`src/tksd_pkg.sv`:
```
`default_nettype none
// ---------------------------------------------------------------------------
// Terminal key sequence decoder package
// Event codes, virtual key codes and the command word passed from the
// classifier to the event sequencer.
// ---------------------------------------------------------------------------
package tksd_pkg;

    localparam logic [2:0] EV_CHAR    = 3'd0;
    localparam logic [2:0] EV_DOWN    = 3'd1;
    localparam logic [2:0] EV_UP      = 3'd2;
    localparam logic [2:0] EV_RELOAD  = 3'd3;
    localparam logic [2:0] EV_FORWARD = 3'd4;
    localparam logic [2:0] EV_BACK    = 3'd5;
    localparam logic [2:0] EV_QUIT    = 3'd6;

    localparam logic [6:0] K_BACK   = 7'h08;
    localparam logic [6:0] K_TAB    = 7'h09;
    localparam logic [6:0] K_RETURN = 7'h0D;
    localparam logic [6:0] K_PGUP   = 7'h21;
    localparam logic [6:0] K_PGDN   = 7'h22;
    localparam logic [6:0] K_END    = 7'h23;
    localparam logic [6:0] K_HOME   = 7'h24;
    localparam logic [6:0] K_LEFT   = 7'h25;
    localparam logic [6:0] K_UP     = 7'h26;
    localparam logic [6:0] K_RIGHT  = 7'h27;
    localparam logic [6:0] K_DOWN   = 7'h28;
    localparam logic [6:0] K_DELETE = 7'h2E;

    localparam int QUEUE_DEPTH = 2;
    localparam int QPTR_W      = 1;
    localparam int QCNT_W      = 2;

    // pair = 1: down, up and, if ch is non-zero, char; else a single event
    typedef struct packed {
        logic       pair;
        logic [2:0] kind;
        logic [6:0] key;
        logic [6:0] ch;
    } tksd_cmd_t;

endpackage
`default_nettype wire

```
`src/tksd_front.sv`:
```
`default_nettype none
// ---------------------------------------------------------------------------
// Byte classifier
// Tracks escape sequences and the tilde number, and turns each byte into
// at most one command word.
// ---------------------------------------------------------------------------
module tksd_front #(
    parameter int SEQUENCE_LIMIT = 63
) (
    input  wire logic               clk,
    input  wire logic               rst_n,
    input  wire logic               accept,
    input  wire logic [7:0]         rx_byte,
    output logic                    cmd_valid,
    output tksd_pkg::tksd_cmd_t     cmd
);
    import tksd_pkg::*;

    localparam int LEN_W = $clog2(SEQUENCE_LIMIT + 1);

    localparam logic [1:0] PH_SKIP   = 2'd0;
    localparam logic [1:0] PH_SIGN   = 2'd1;
    localparam logic [1:0] PH_DIGITS = 2'd2;
    localparam logic [1:0] PH_DONE   = 2'd3;

    logic [LEN_W-1:0] seq_reg, seq_next;
    logic             bracket_reg, bracket_next;
    logic [7:0]       p0_reg, p0_next;
    logic [7:0]       p1_reg, p1_next;
    logic [7:0]       p2_reg, p2_next;
    logic [7:0]       num_reg, num_next;
    logic [1:0]       phase_reg, phase_next;
    logic             neg_reg, neg_next;

    logic [LEN_W-1:0] len;
    logic             is_digit;
    logic             is_space;
    logic             closer;
    logic [11:0]      prod;
    logic [11:0]      sum;
    logic [7:0]       digit_val;

    assign is_digit  = (rx_byte >= 8'h30) && (rx_byte <= 8'h39);
    assign is_space  = (rx_byte == 8'h20) || ((rx_byte >= 8'h09) && (rx_byte <= 8'h0D));
    assign closer    = ((rx_byte >= 8'h41) && (rx_byte <= 8'h5A))
                    || ((rx_byte >= 8'h61) && (rx_byte <= 8'h7A)) || (rx_byte == 8'h7E);
    assign prod      = {4'd0, num_reg} * 12'd10;
    assign sum       = prod + {8'd0, rx_byte[3:0]};
    assign digit_val = (sum > 12'd255) ? 8'hFF : sum[7:0];
    assign len       = seq_reg + LEN_W'(1);

    always_comb
    begin
        seq_next     = seq_reg;
        bracket_next = bracket_reg;
        p0_next      = p0_reg;
        p1_next      = p1_reg;
        p2_next      = p2_reg;
        num_next     = num_reg;
        phase_next   = phase_reg;
        neg_next     = neg_reg;
        cmd_valid    = 1'b0;
        cmd          = '0;

        if (rx_byte == 8'h1B)
        begin
            seq_next   = LEN_W'(1);
            num_next   = 8'd0;
            phase_next = PH_SKIP;
            neg_next   = 1'b0;
        end
        else if (seq_reg != '0)
        begin
            if (seq_reg == LEN_W'(1))
                bracket_next = (rx_byte == 8'h5B);
            if (seq_reg == LEN_W'(2))
                p0_next = rx_byte;
            if (seq_reg == LEN_W'(3))
                p1_next = rx_byte;
            if (seq_reg == LEN_W'(4))
                p2_next = rx_byte;

            if (seq_reg >= LEN_W'(2))
            begin
                unique case (phase_reg)
                    PH_SKIP:
                    begin
                        if (is_space)
                            phase_next = PH_SKIP;
                        else if ((rx_byte == 8'h2B) || (rx_byte == 8'h2D))
                        begin
                            neg_next   = (rx_byte == 8'h2D);
                            phase_next = PH_SIGN;
                        end
                        else if (is_digit)
                        begin
                            num_next   = digit_val;
                            phase_next = PH_DIGITS;
                        end
                        else
                            phase_next = PH_DONE;
                    end
                    PH_SIGN, PH_DIGITS:
                    begin
                        if (is_digit)
                        begin
                            num_next   = digit_val;
                            phase_next = PH_DIGITS;
                        end
                        else
                            phase_next = PH_DONE;
                    end
                    default:
                        phase_next = phase_reg;
                endcase
            end

            seq_next = len;
            if ((len >= LEN_W'(3)) && bracket_next && closer)
            begin
                seq_next = '0;
                if ((len == LEN_W'(6)) && (p0_next == 8'h31) && (p1_next == 8'h3B)
                    && (p2_next == 8'h35) && ((rx_byte == 8'h43) || (rx_byte == 8'h44)))
                begin
                    cmd_valid = 1'b1;
                    cmd.kind  = (rx_byte == 8'h43) ? EV_FORWARD : EV_BACK;
                end
                else if ((len == LEN_W'(3)) && ((rx_byte == 8'h41) || (rx_byte == 8'h42)
                    || (rx_byte == 8'h43) || (rx_byte == 8'h44) || (rx_byte == 8'h48)
                    || (rx_byte == 8'h46)))
                begin
                    cmd_valid = 1'b1;
                    cmd.pair  = 1'b1;
                    unique case (rx_byte)
                        8'h41:   cmd.key = K_UP;
                        8'h42:   cmd.key = K_DOWN;
                        8'h43:   cmd.key = K_RIGHT;
                        8'h44:   cmd.key = K_LEFT;
                        8'h48:   cmd.key = K_HOME;
                        default: cmd.key = K_END;
                    endcase
                end
                else if ((rx_byte == 8'h7E) && !neg_next)
                begin
                    cmd.pair = 1'b1;
                    unique case (num_next)
                        8'd1:
                        begin
                            cmd_valid = 1'b1;
                            cmd.key   = K_HOME;
                        end
                        8'd3:
                        begin
                            cmd_valid = 1'b1;
                            cmd.key   = K_DELETE;
                        end
                        8'd4:
                        begin
                            cmd_valid = 1'b1;
                            cmd.key   = K_END;
                        end
                        8'd5:
                        begin
                            cmd_valid = 1'b1;
                            cmd.key   = K_PGUP;
                        end
                        8'd6:
                        begin
                            cmd_valid = 1'b1;
                            cmd.key   = K_PGDN;
                        end
                        default: cmd_valid = 1'b0;
                    endcase
                end
            end
            else if (len >= LEN_W'(SEQUENCE_LIMIT))
                seq_next = '0;
        end
        else
        begin
            priority if ((rx_byte == 8'h0D) || (rx_byte == 8'h0A))
            begin
                cmd_valid = 1'b1;
                cmd.pair  = 1'b1;
                cmd.key   = K_RETURN;
                cmd.ch    = 7'h0D;
            end
            else if (rx_byte == 8'h09)
            begin
                cmd_valid = 1'b1;
                cmd.pair  = 1'b1;
                cmd.key   = K_TAB;
                cmd.ch    = 7'h09;
            end
            else if (rx_byte == 8'h7F)
            begin
                cmd_valid = 1'b1;
                cmd.pair  = 1'b1;
                cmd.key   = K_BACK;
                cmd.ch    = 7'h08;
            end
            else if ((rx_byte >= 8'h20) && (rx_byte < 8'h7F))
            begin
                cmd_valid = 1'b1;
                cmd.kind  = EV_CHAR;
                cmd.key   = rx_byte[6:0];
                cmd.ch    = rx_byte[6:0];
            end
            else if (rx_byte == 8'h18)
            begin
                cmd_valid = 1'b1;
                cmd.kind  = EV_QUIT;
            end
            else if (rx_byte == 8'h12)
            begin
                cmd_valid = 1'b1;
                cmd.kind  = EV_RELOAD;
            end
            else if ((rx_byte >= 8'h01) && (rx_byte <= 8'h1A))
            begin
                cmd_valid = 1'b1;
                cmd.pair  = 1'b1;
                cmd.key   = rx_byte[6:0] + 7'd64;
                cmd.ch    = rx_byte[6:0];
            end
            else
                cmd_valid = 1'b0;
        end
    end

    always_ff @(posedge clk or negedge rst_n)
    begin
        if (!rst_n)
        begin
            seq_reg   <= '0;
            num_reg   <= 8'd0;
            phase_reg <= PH_SKIP;
            neg_reg   <= 1'b0;
        end
        else if (accept)
        begin
            seq_reg   <= seq_next;
            num_reg   <= num_next;
            phase_reg <= phase_next;
            neg_reg   <= neg_next;
        end
    end

    always_ff @(posedge clk)
    begin
        if (accept)
        begin
            bracket_reg <= bracket_next;
            p0_reg      <= p0_next;
            p1_reg      <= p1_next;
            p2_reg      <= p2_next;
        end
    end

endmodule
`default_nettype wire

```
`src/tksd_fifo.sv`:
```
`default_nettype none
// ---------------------------------------------------------------------------
// Command queue
// Short register queue between the classifier and the event sequencer.
// ---------------------------------------------------------------------------
module tksd_fifo (
    input  wire logic                clk,
    input  wire logic                rst_n,
    input  wire logic                push,
    input  tksd_pkg::tksd_cmd_t      push_data,
    input  wire logic                pop,
    output logic                     full,
    output logic                     not_empty,
    output tksd_pkg::tksd_cmd_t      head
);
    import tksd_pkg::*;

    tksd_cmd_t         mem_reg [QUEUE_DEPTH];
    logic [QPTR_W-1:0] wr_ptr_reg, wr_ptr_next;
    logic [QPTR_W-1:0] rd_ptr_reg, rd_ptr_next;
    logic [QCNT_W-1:0] cnt_reg, cnt_next;

    assign full      = (cnt_reg == QCNT_W'(QUEUE_DEPTH));
    assign not_empty = (cnt_reg != '0);
    assign head      = mem_reg[rd_ptr_reg];

    always_comb
    begin
        wr_ptr_next = push ? wr_ptr_reg + QPTR_W'(1) : wr_ptr_reg;
        rd_ptr_next = pop  ? rd_ptr_reg + QPTR_W'(1) : rd_ptr_reg;
        cnt_next    = cnt_reg + QCNT_W'(push) - QCNT_W'(pop);
    end

    always_ff @(posedge clk or negedge rst_n)
    begin
        if (!rst_n)
        begin
            wr_ptr_reg <= '0;
            rd_ptr_reg <= '0;
            cnt_reg    <= '0;
        end
        else
        begin
            wr_ptr_reg <= wr_ptr_next;
            rd_ptr_reg <= rd_ptr_next;
            cnt_reg    <= cnt_next;
        end
    end

    always_ff @(posedge clk)
    begin
        if (push)
            mem_reg[wr_ptr_reg] <= push_data;
    end

endmodule
`default_nettype wire

```
`src/tksd_back.sv`:
```
`default_nettype none
// ---------------------------------------------------------------------------
// Event sequencer
// Expands each command word into one to three output words, one per cycle while out_ready is high.
// ---------------------------------------------------------------------------
module tksd_back (
    input  wire logic                clk,
    input  wire logic                rst_n,
    input  wire logic                cmd_ready,
    input  tksd_pkg::tksd_cmd_t      head,
    output logic                     pop,
    output logic                     out_valid,
    input  wire logic                out_ready,
    output logic [2:0]               event_kind,
    output logic [6:0]               vkey,
    output logic [6:0]               character,
    output logic                     last_of_run
);
    import tksd_pkg::*;

    logic       load;
    logic [1:0] step_reg, step_next;
    logic       valid_reg, valid_next;
    logic [2:0] kind_reg, kind_next;
    logic [6:0] key_reg, key_next;
    logic [6:0] ch_reg, ch_next;
    logic       last_reg, last_next;

    assign load = cmd_ready && (!valid_reg || out_ready);
    assign pop  = load && last_next;

    always_comb
    begin
        kind_next = head.kind;
        key_next  = head.key;
        ch_next   = head.ch;
        last_next = 1'b1;
        if (head.pair)
        begin
            unique case (step_reg)
                2'd0:
                begin
                    kind_next = EV_DOWN;
                    ch_next   = 7'd0;
                    last_next = 1'b0;
                end
                2'd1:
                begin
                    kind_next = EV_UP;
                    ch_next   = 7'd0;
                    last_next = (head.ch == 7'd0);
                end
                default:
                    kind_next = EV_CHAR;
            endcase
        end

        valid_next = valid_reg && !out_ready;
        step_next  = step_reg;
        if (load)
        begin
            valid_next = 1'b1;
            step_next  = last_next ? 2'd0 : step_reg + 2'd1;
        end
    end

    always_ff @(posedge clk or negedge rst_n)
    begin
        if (!rst_n)
        begin
            valid_reg <= 1'b0;
            step_reg  <= 2'd0;
        end
        else
        begin
            valid_reg <= valid_next;
            step_reg  <= step_next;
        end
    end

    always_ff @(posedge clk)
    begin
        if (load)
        begin
            kind_reg <= kind_next;
            key_reg  <= key_next;
            ch_reg   <= ch_next;
            last_reg <= last_next;
        end
    end

    assign out_valid   = valid_reg;
    assign event_kind  = kind_reg;
    assign vkey        = key_reg;
    assign character   = ch_reg;
    assign last_of_run = last_reg;

endmodule
`default_nettype wire

```
`src/terminal_key_sequence_decoder_core.sv`:
```
// Path: a command word passes through the command queue and then the event sequencer's output register.
// Throughput: one byte per cycle while the two-entry command queue has room;
// results leave one word per cycle while m_tready is high, so a byte yields 0 to 3 output words.
// The output register and the event sequencer set the sustained rate.
// Reset: clears sequence tracking, the tilde number, the queue and m_tvalid.
`default_nettype none
// ---------------------------------------------------------------------------
// Terminal key sequence decoder
// Decodes terminal bytes and escape sequences into key and action events.
// ---------------------------------------------------------------------------
module terminal_key_sequence_decoder_core #(
    parameter int SEQUENCE_LIMIT = 63
) (
    input  wire logic        clk,
    input  wire logic        rst_n,
    input  wire logic        s_tvalid,
    output logic             s_tready,
    input  wire logic [7:0]  s_tdata,   // [7:0] rx_byte
    output logic             m_tvalid,
    input  wire logic        m_tready,
    output logic [23:0]      m_tdata,   // [2:0] event_kind, [9:3] vkey, [16:10] character
    output logic             m_tlast    // last_of_run
);
    import tksd_pkg::*;

    logic      accept;
    logic      cmd_valid;
    tksd_cmd_t cmd;
    logic      q_full;
    logic      q_not_empty;
    tksd_cmd_t q_head;
    logic      q_pop;
    logic      push;
    logic [2:0] event_kind;
    logic [6:0] vkey;
    logic [6:0] character;

    assign s_tready = !q_full;
    assign accept   = s_tvalid && s_tready;
    assign push     = accept && cmd_valid;

    tksd_front #(
        .SEQUENCE_LIMIT (SEQUENCE_LIMIT)
    ) u_front (
        .clk       (clk),
        .rst_n     (rst_n),
        .accept    (accept),
        .rx_byte   (s_tdata),
        .cmd_valid (cmd_valid),
        .cmd       (cmd)
    );

    tksd_fifo u_fifo (
        .clk       (clk),
        .rst_n     (rst_n),
        .push      (push),
        .push_data (cmd),
        .pop       (q_pop),
        .full      (q_full),
        .not_empty (q_not_empty),
        .head      (q_head)
    );

    tksd_back u_back (
        .clk         (clk),
        .rst_n       (rst_n),
        .cmd_ready   (q_not_empty),
        .head        (q_head),
        .pop         (q_pop),
        .out_valid   (m_tvalid),
        .out_ready   (m_tready),
        .event_kind  (event_kind),
        .vkey        (vkey),
        .character   (character),
        .last_of_run (m_tlast)
    );

    assign m_tdata = {7'd0, character, vkey, event_kind};

    assert property (@(posedge clk) disable iff (!rst_n) !(push && q_full))
        else $error("command pushed into full queue");

    assert property (@(posedge clk) disable iff (!rst_n)
        (m_tvalid && m_tready && !m_tlast) |=> m_tvalid)
        else $error("event run broken off before its last word");

    assert property (@(posedge clk) disable iff (!rst_n)
        (m_tvalid && (m_tdata[2:0] == EV_DOWN)) |-> !m_tlast)
        else $error("key down marked as last word");

endmodule
`default_nettype wire
```
`config.mk`:
```
export PLATFORM = sky130hd
export DESIGN_NAME = terminal_key_sequence_decoder_core
export DESIGN_NICKNAME = d
export VERILOG_FILES = /design/src/tksd_pkg.sv /design/src/tksd_front.sv /design/src/tksd_fifo.sv /design/src/tksd_back.sv /design/src/terminal_key_sequence_decoder_core.sv
export SDC_FILE = /design/constraint.sdc
export NUM_CORES = 1
export LEC_CHECK = 0
export ABC_AREA = 1
export BUFFER_PORTS_ARGS = -buffer_cell sky130_fd_sc_hd__buf_2
export CORE_MARGIN = 4
export CORE_UTILIZATION = 61
export CTS_CLUSTER_DIAMETER = 120
export DETAILED_ROUTE_END_ITERATION = 6
export GPL_TIMING_DRIVEN = 0
export PLACE_DENSITY = 0.85
export SLEW_MARGIN = 30
export SYNTH_ARGS = -nofsm -noshare
export SYNTH_HDL_FRONTEND = slang
export SYNTH_SLANG_ARGS = --single-unit
```
`constraint.sdc`:
```
create_clock -name clk -period 4.9 [get_ports clk]
set_input_delay 0.245 -clock clk [delete_from_list [all_inputs] [get_ports clk]]
set_output_delay 0.245 -clock clk [all_outputs]
set_load 0.005 [all_outputs]
```
* After elaboration in Yosys (flattened, before gate mapping)
Memory sizes are Yosys's and may differ from the RTL's. Cells that the tools add are included.
Storage, ports and cells: bits in registers 67, memory bits (writable) 36, input port bits 12, output and inout port bits 27, logic and storage cells 226, memories kept 1
Memories:
- u_fifo.mem_reg | depth 2, width 18, rd ports 1, clocked after memory_dff 0, write ports 1, line tksd_fifo.sv:18 | tksd_cmd_t mem_reg [QUEUE_DEPTH];
Cells by class: $add $sub $neg 8, multipliers 1, magnitude comparators 16, eq/ne operators 36, mux-type cells 97, bitwise operators 1, reduce and logical (&&, ||, !) cells 49
Operator list (number):
- $mux 8 | 18
- $mux 14 | 6
- $eq 8x7->1 const B | 9
- $eq 8x6->1 const B | 6
- $mux 7 | 6
- $mux 1 | 40
- $pmux 6 s5 | 1
- $eq 8x3->1 const B | 3
- $eq 8x4->1 const B | 3
- $eq 8x5->1 const B | 3
- $mux 6 | 4
- $mux 11 | 2
- $pmux 4 s5 | 1
- $logic_and 1x1->1 | 19
- $eq 6x2->1 const B | 3
- $mux 18 | 1
- $mux 3 | 6
- $mux 17 | 1
- $ge 8x6->1 const B | 2
- $ge 8x7->1 const B | 2
- $le 8x7->1 const B | 2
- $pmux 8 s2 | 1
- $mux 2 | 7
- $add 12x4->12 | 1
- other kinds (37) | 61

* Logic depth before layout (Yosys ltp)
depth after elaboration 23, gate-level depth with buffers 22, mapped depth without buffers 22

* Hierarchy
Synthesis repeated with hierarchy kept, for this count alone.
Unflattened totals: cells, all modules 783, area, all modules 6538.8 um^2
By module, submodules not included:
- tksd_front | times used 1, cells an instance 578, area an instance 3966.3 um^2, sequential area each 1176.1 um^2
- tksd_fifo | times used 1, cells an instance 119, area an instance 1621.6 um^2, sequential area each 1181.1 um^2
- tksd_back | times used 1, cells an instance 73, area an instance 870.8 um^2, sequential area each 615.6 um^2
- terminal_key_sequence_decoder_core | times used 1, cells an instance 13, area an instance 80.1 um^2, sequential area each 0.0 um^2

* Worst setup path after synthesis
OpenSTA, ideal clock, no wires.
path kind reg-to-reg, from register u_front.num_reg[1], to memory u_fifo.mem_reg[1][0] (netlist name) (enable), setup time 391 ps, arrival time 3421 ps, required time 4509 ps, path slack 1088 ps, stages on the path, launching flop included 20, path buffers 0, period minus slack after synthesis 3812 ps, cell sequence dfrtp_1 > ha_1 > ha_1 > fa_1 > nand2_1 > inv_1 > nand2_2 > nor2_2 > nand3_1 > nand2_1 > nand3_2 > nor2_4 > o211ai_1 > nand2_1 > nand2_1 > nor2_2 > nand3_1 > nand2_2 > o21ai_2 > nor2_1
On the way: word-level cells in the longest chain between the ends 23, elaborated cells on any way between the ends 27, classes of those cells 1 x add/sub; 1 x mul; 1 x order compare; 5 x eq/ne; 17 x mux; 2 x reduce/logical
Ends and longest elaborated chain:
- start: declaration | line tksd_front.sv:31 | logic [7:0] num_reg, num_next;
- start signal: assignment | line tksd_front.sv:243 | num_reg <= num_next;
- $mul 8x3->11 | line tksd_front.sv:47 | assign prod = {4'd0, num_reg} * 12'd10;
- $add 12x4->12 | line tksd_front.sv:48 | assign sum = prod + {8'd0, rx_byte[3:0]};
- $gt 12x8->1 | line tksd_front.sv:49 | assign digit_val = (sum > 12'd255) ? 8'hFF : sum[7:0];
- $mux 8 | line tksd_front.sv:49
- $mux 8 | line tksd_front.sv:95, tksd_front.sv:105
- $mux 8 | line tksd_front.sv:90 | else if ((rx_byte == 8'h2B) || (rx_byte == 8'h2D))
- $mux 8 | line tksd_front.sv:88 | if (is_space)
- $pmux 8 s2 | line tksd_front.sv:85 | unique case (phase_reg)
- [... 7 more ...]
- $mux 1 * | line tksd_front.sv:128 | else if ((len == LEN_W'(3)) && ((rx_byte == 8'h41) || (rx_byte == 8'h42)
- $mux 1 * | line tksd_front.sv:122 | if ((len == LEN_W'(6)) && (p0_next == 8'h31) && (p1_next == 8'h3B)
- $mux 1 * | line tksd_front.sv:119 | if ((len >= LEN_W'(3)) && bracket_next && closer)
- $mux 1 * | line tksd_front.sv:72 | else if (seq_reg != '0)
- $mux 1 * | line tksd_front.sv:65 | if (rx_byte == 8'h1B)
- $logic_and 1x1->1 * | line terminal_key_sequence_decoder_core.sv:40 | assign push = accept && cmd_valid;
- $mux 1 * | line tksd_fifo.sv:52 | if (push)
- $mux 1 (implied by the code) * | line tksd_fifo.sv:53 | mem_reg[wr_ptr_reg] <= push_data;
- end: declaration | line tksd_fifo.sv:18
Every way passes the cells marked *; elsewhere a longest branch is shown, timed or not. The select of a mux whose other input is x is not followed.

* Worst setup path in the final report
from register u_front.num_reg[3], to memory u_fifo.mem_reg[1][10] (netlist name) (enable)
Same word-level chain as after synthesis.

==> summary.txt <==
Status
  • Status: complete, no violations

CTS
  • # clock sinks: 101
  • Root Buffer: clkbuf_8
  • Postcts setup bufs: 0
  • Hold buffers post-CTS: 1
  • Clock-pin slew on the worst setup and hold paths: about 0.10 ns
  • Clk buf depth: 2
  • Htree depth: 3
  • Num CTS Buffers: 9
  • Post-CTS Resized: 0
  • Skew-Pair Late Insertion Delay: 0.38 ns
  • TritonCTS clock tree: built

Setup path
  • Reg-to-reg endpoint: u_fifo.mem_reg[1][10]
  • WP data arrival: between 4 and 5 ns
  • Reg2reg start: u_front.num_reg[3]
  • Worst Path Class, Setup: register to register
  • Worst Path Max Fanout: 17
  • CP required: approximately 5 ns
  • R2R cell count: 19
  • Capturing element type of the critical path: register
  • CP Launch Type: register
  • Flop2flop setup slack: between 0.8 and 0.9 ns

Hold path
  • Hold WC Path Type: input port to register
  • Worst hold path startpoint: m_tready
  • Worst Hold Depth: 2
  • Hold Path Sink: u_back.out_valid

Power
  • PD cells: ~530 mW/mm^2
  • Peak supply drop: around 0.36 mV
  • LEAKAGE: a little under 0.003 uW

Timing
  • RSZ-0062 raised after global routing: false
  • Worst Tran Pin Value: between 0.8 and 0.9 ns
  • Slew headroom: 0.447
  • Final setup vio count: 0
  • Slew Viols, Final: 0
  • Final hold viol count: 0
  • Clock Skews: 0.0142 ns
  • Hold WS: 0.0729 ns
  • Period utilization: 0.828
  • Final Critical Period: 4.06 ns
  • F_max: ~0.25 GHz
  • Setup TNS: 0 ns

Placed design
  • DP Area: 0.00635 sq mm
  • IO Port Bufs: 29
  • Final GP Congestion: approximately 0.97
  • DPL Wire Length: between 10000 and 15000 microns

Floorplan
  • Die span in x: between 100 and 150 microns
  • Area of the core: 0.00942 sq mm
  • I/O pin count: 39
  • Initial core utilization: 0.639
  • Die area: roughly 0.012 sq mm
  • Die Y-Extent: approximately 110 microns
  • Row count: 35

Routing
  • Final WL: ~14000 microns
  • Avg WL per Cell: roughly 16 microns
  • Routed vias/inst: 5.73
  • 1st-pass router iterations: 5
  • # DRC: 0
  • Final ANT Viol Nets: 0
  • Iter 0 DRT Violations: between 400 and 500
  • Via count: approximately 4.9k

GRT
  • First-pass GRT wire length: ~23000 microns
  • Vias in the first global route: slightly below 5k
  • Total GRT Usage: 0.249
  • Largest net degree at the start of global routing: 31
  • Initial antenna violation count: 0
  • GRT overflow: 0

Logic synthesis
  • Top-area cell type share of the netlist area: 0.384
  • Post-Synth Simple-Gate Area: 0.230
  • Post-synth top area cell: edfxtp_1
  • Post-Synth Adder-Cell Area: 0.0607
  • Area contributors post-synth: edfxtp_1 38%, dfrtp_1 10%, nand2_1 8.5%
  • Mux contribution to synthesized area: 0.0116
  • Asr flop ratio synth: 0.238
  • Synth Cell Area: roughly 0.006 sq mm
  • Cells after Synth: between 600 and 700
  • FF+latch count, synth: approximately 100
  • Synth Flop Type: edfxtp_1
  • XOR/XNOR share of the synthesized area: 0.0160
  • Avg Cell Area, Syn: 8.98 sq um
  • Number of flops mapped to enable cells by yosys: 77
  • Post-synthesis sequential area ratio: 0.484
  • Compound-Gate Fraction of Synth Area: 0.112
  • Largest family of logic cells by synthesized area: simple AND/OR/NAND/NOR gates
  • YS warnings: 0
  • Synth unique cells: just under 60

Run
  • # Max-Cap Violations: 0

Finish
  • Area growth, synth to finish: 9.17%
  • FILL cells: between 700 and 800
  • Share of layout cells above drive strength 1: 0.166
  • Max reg flops: 34
  • Final instance area: between 0.006 and 0.007 sq mm
  • N_diodes: 0
  • Fin nets: approximately 760
==> through the flow <==
stage / total power [uW] / setup slack [ns] / instances / utilization
after floorplan: 2500 / 1.09 / 676 / -
after global placement: 2840 / 0.588 / 834 / 0.674
after detailed placement: 2920 / 0.879 / 834 / 0.675
after CTS: 3470 / 0.846 / 851 / 0.697
after global routing: 3740 / 0.513 / 851 / 0.697
final: 3490 / 0.841 / 851 / 0.697
==> logic make-up (layout without fill, tap and decap cells) <==
logic type / Yosys count / after routing
muxes: 7 / 7
AOI/OAI and AO/OA: 104 / 104
DFF: 101 / 101
adders and majority gates: 28 / 28
and+or+nand+nor: 295 / 295
xor gates and xnor gates: 11 / 11
other: 1 / 7
buffers and inverters: 123 / 169
==> critical path, stage by stage, from the launching register on <==
cell	delay [ns]
dfrtp_1	0.47
ha_1	0.31
ha_1	0.23
fa_1	0.53
nand2_1	0.06
inv_1	0.06
nand2_2	0.07
nor2_2	0.11
nand3_1	0.09
nand2_1	0.08
nand3_2	0.10
nor2_4	0.17
nand3_1	0.10
nand2_1	0.10
nand3_1	0.10
nor2_2	0.16
nand3_1	0.13
nand2_2	0.10
o21ai_2	0.09
nor2_2	0.64
==> cell usage in the layout, fill, tap and decap left out, types with 8 or more instances in the layout <==
cell	instances
nand2_1	136
inv_1	87
edfxtp_1	77
nor2_1	63
buf_2	32
ha_1	26
nand3_1	24
dfrtp_1	24
o21ai_0	22
a21oi_1	22
inv_2	16
nor3_1	16
o21ai_1	11
o22ai_1	11
nand4_1	10
clkbuf_8	9
buf_4	8
nand2_2	8
o21ai_2	8
==> layer usage <==
| metal | wire (microns) | vias up | GRT usage |
|---|---|---|---|
| li1 | - | 2344 | - |
| met1 | 5590 | 2293 | 0.311 |
| met4 | 306 | 0 | 0.0858 |
| met2 | 7000 | 207 | 0.437 |
| met5 | 0 | - | 0 |
| met3 | 780 | 34 | 0.0426 |
==> layout make-up <==
class / count / area (sq um) / area share
Inverter: 107 / 404 / 0.0615
Tap cell: 129 / 161 / 0.0246
Buffer: 16 / 109 / 0.0166
Multi-Input combinational cell: 452 / 2620 / 0.399
Timing Repair Buffer: 30 / 155 / 0.0236
Sequential cell: 101 / 2910 / 0.444
Clock buffer: 10 / 128 / 0.0194
Clock inverter: 6 / 77.6 / 0.0118
==> cells in the mapped netlist, types with 4 or more instances <==
library cell and instances:
mux2i_1 7, o21ai_0 22, xnor2_1 7, nor2_1 64, nor4_1 5, nor2_2 6
inv_2 16, nor3_1 16, nand3_2 5, o211ai_1 4, o21a_1 4, nand3_1 24
dfrtp_1 24, ha_1 26, nand4_1 10, o32ai_1 4, nand2_2 8, buf_4 8
o22ai_1 11, nand2_1 136, a21oi_1 22, edfxtp_1 77, o21ai_2 8, inv_1 87
o21ai_1 11, xor2_1 4
==> where the power goes <==
| group | internal (uW) | total, uW | switching (uW) |
|---|---|---|---|
| logic | 519 | 1560 | 1040 |
| registers | 1260 | 1380 | 115 |
| clock network | 246 | 555 | 309 |
| total | 2030 | 3490 | 1460 |
==> worst max-delay path by stage <==
stage | start | end
3_3_place_gp | u_front.num_reg[1] | u_fifo.mem_reg[1][9]
3_5_place_dp | u_front.num_reg[1] | u_fifo.mem_reg[1][13]
4_1_cts | u_front.num_reg[1] | u_fifo.mem_reg[1][16]
5_1_grt | u_front.num_reg[1] | u_fifo.mem_reg[1][10]
2_1_floorplan | u_front.num_reg[1] | u_fifo.mem_reg[1][0]
6_report | u_front.num_reg[3] | u_fifo.mem_reg[1][10]
(Power assumes the default switching activity.)
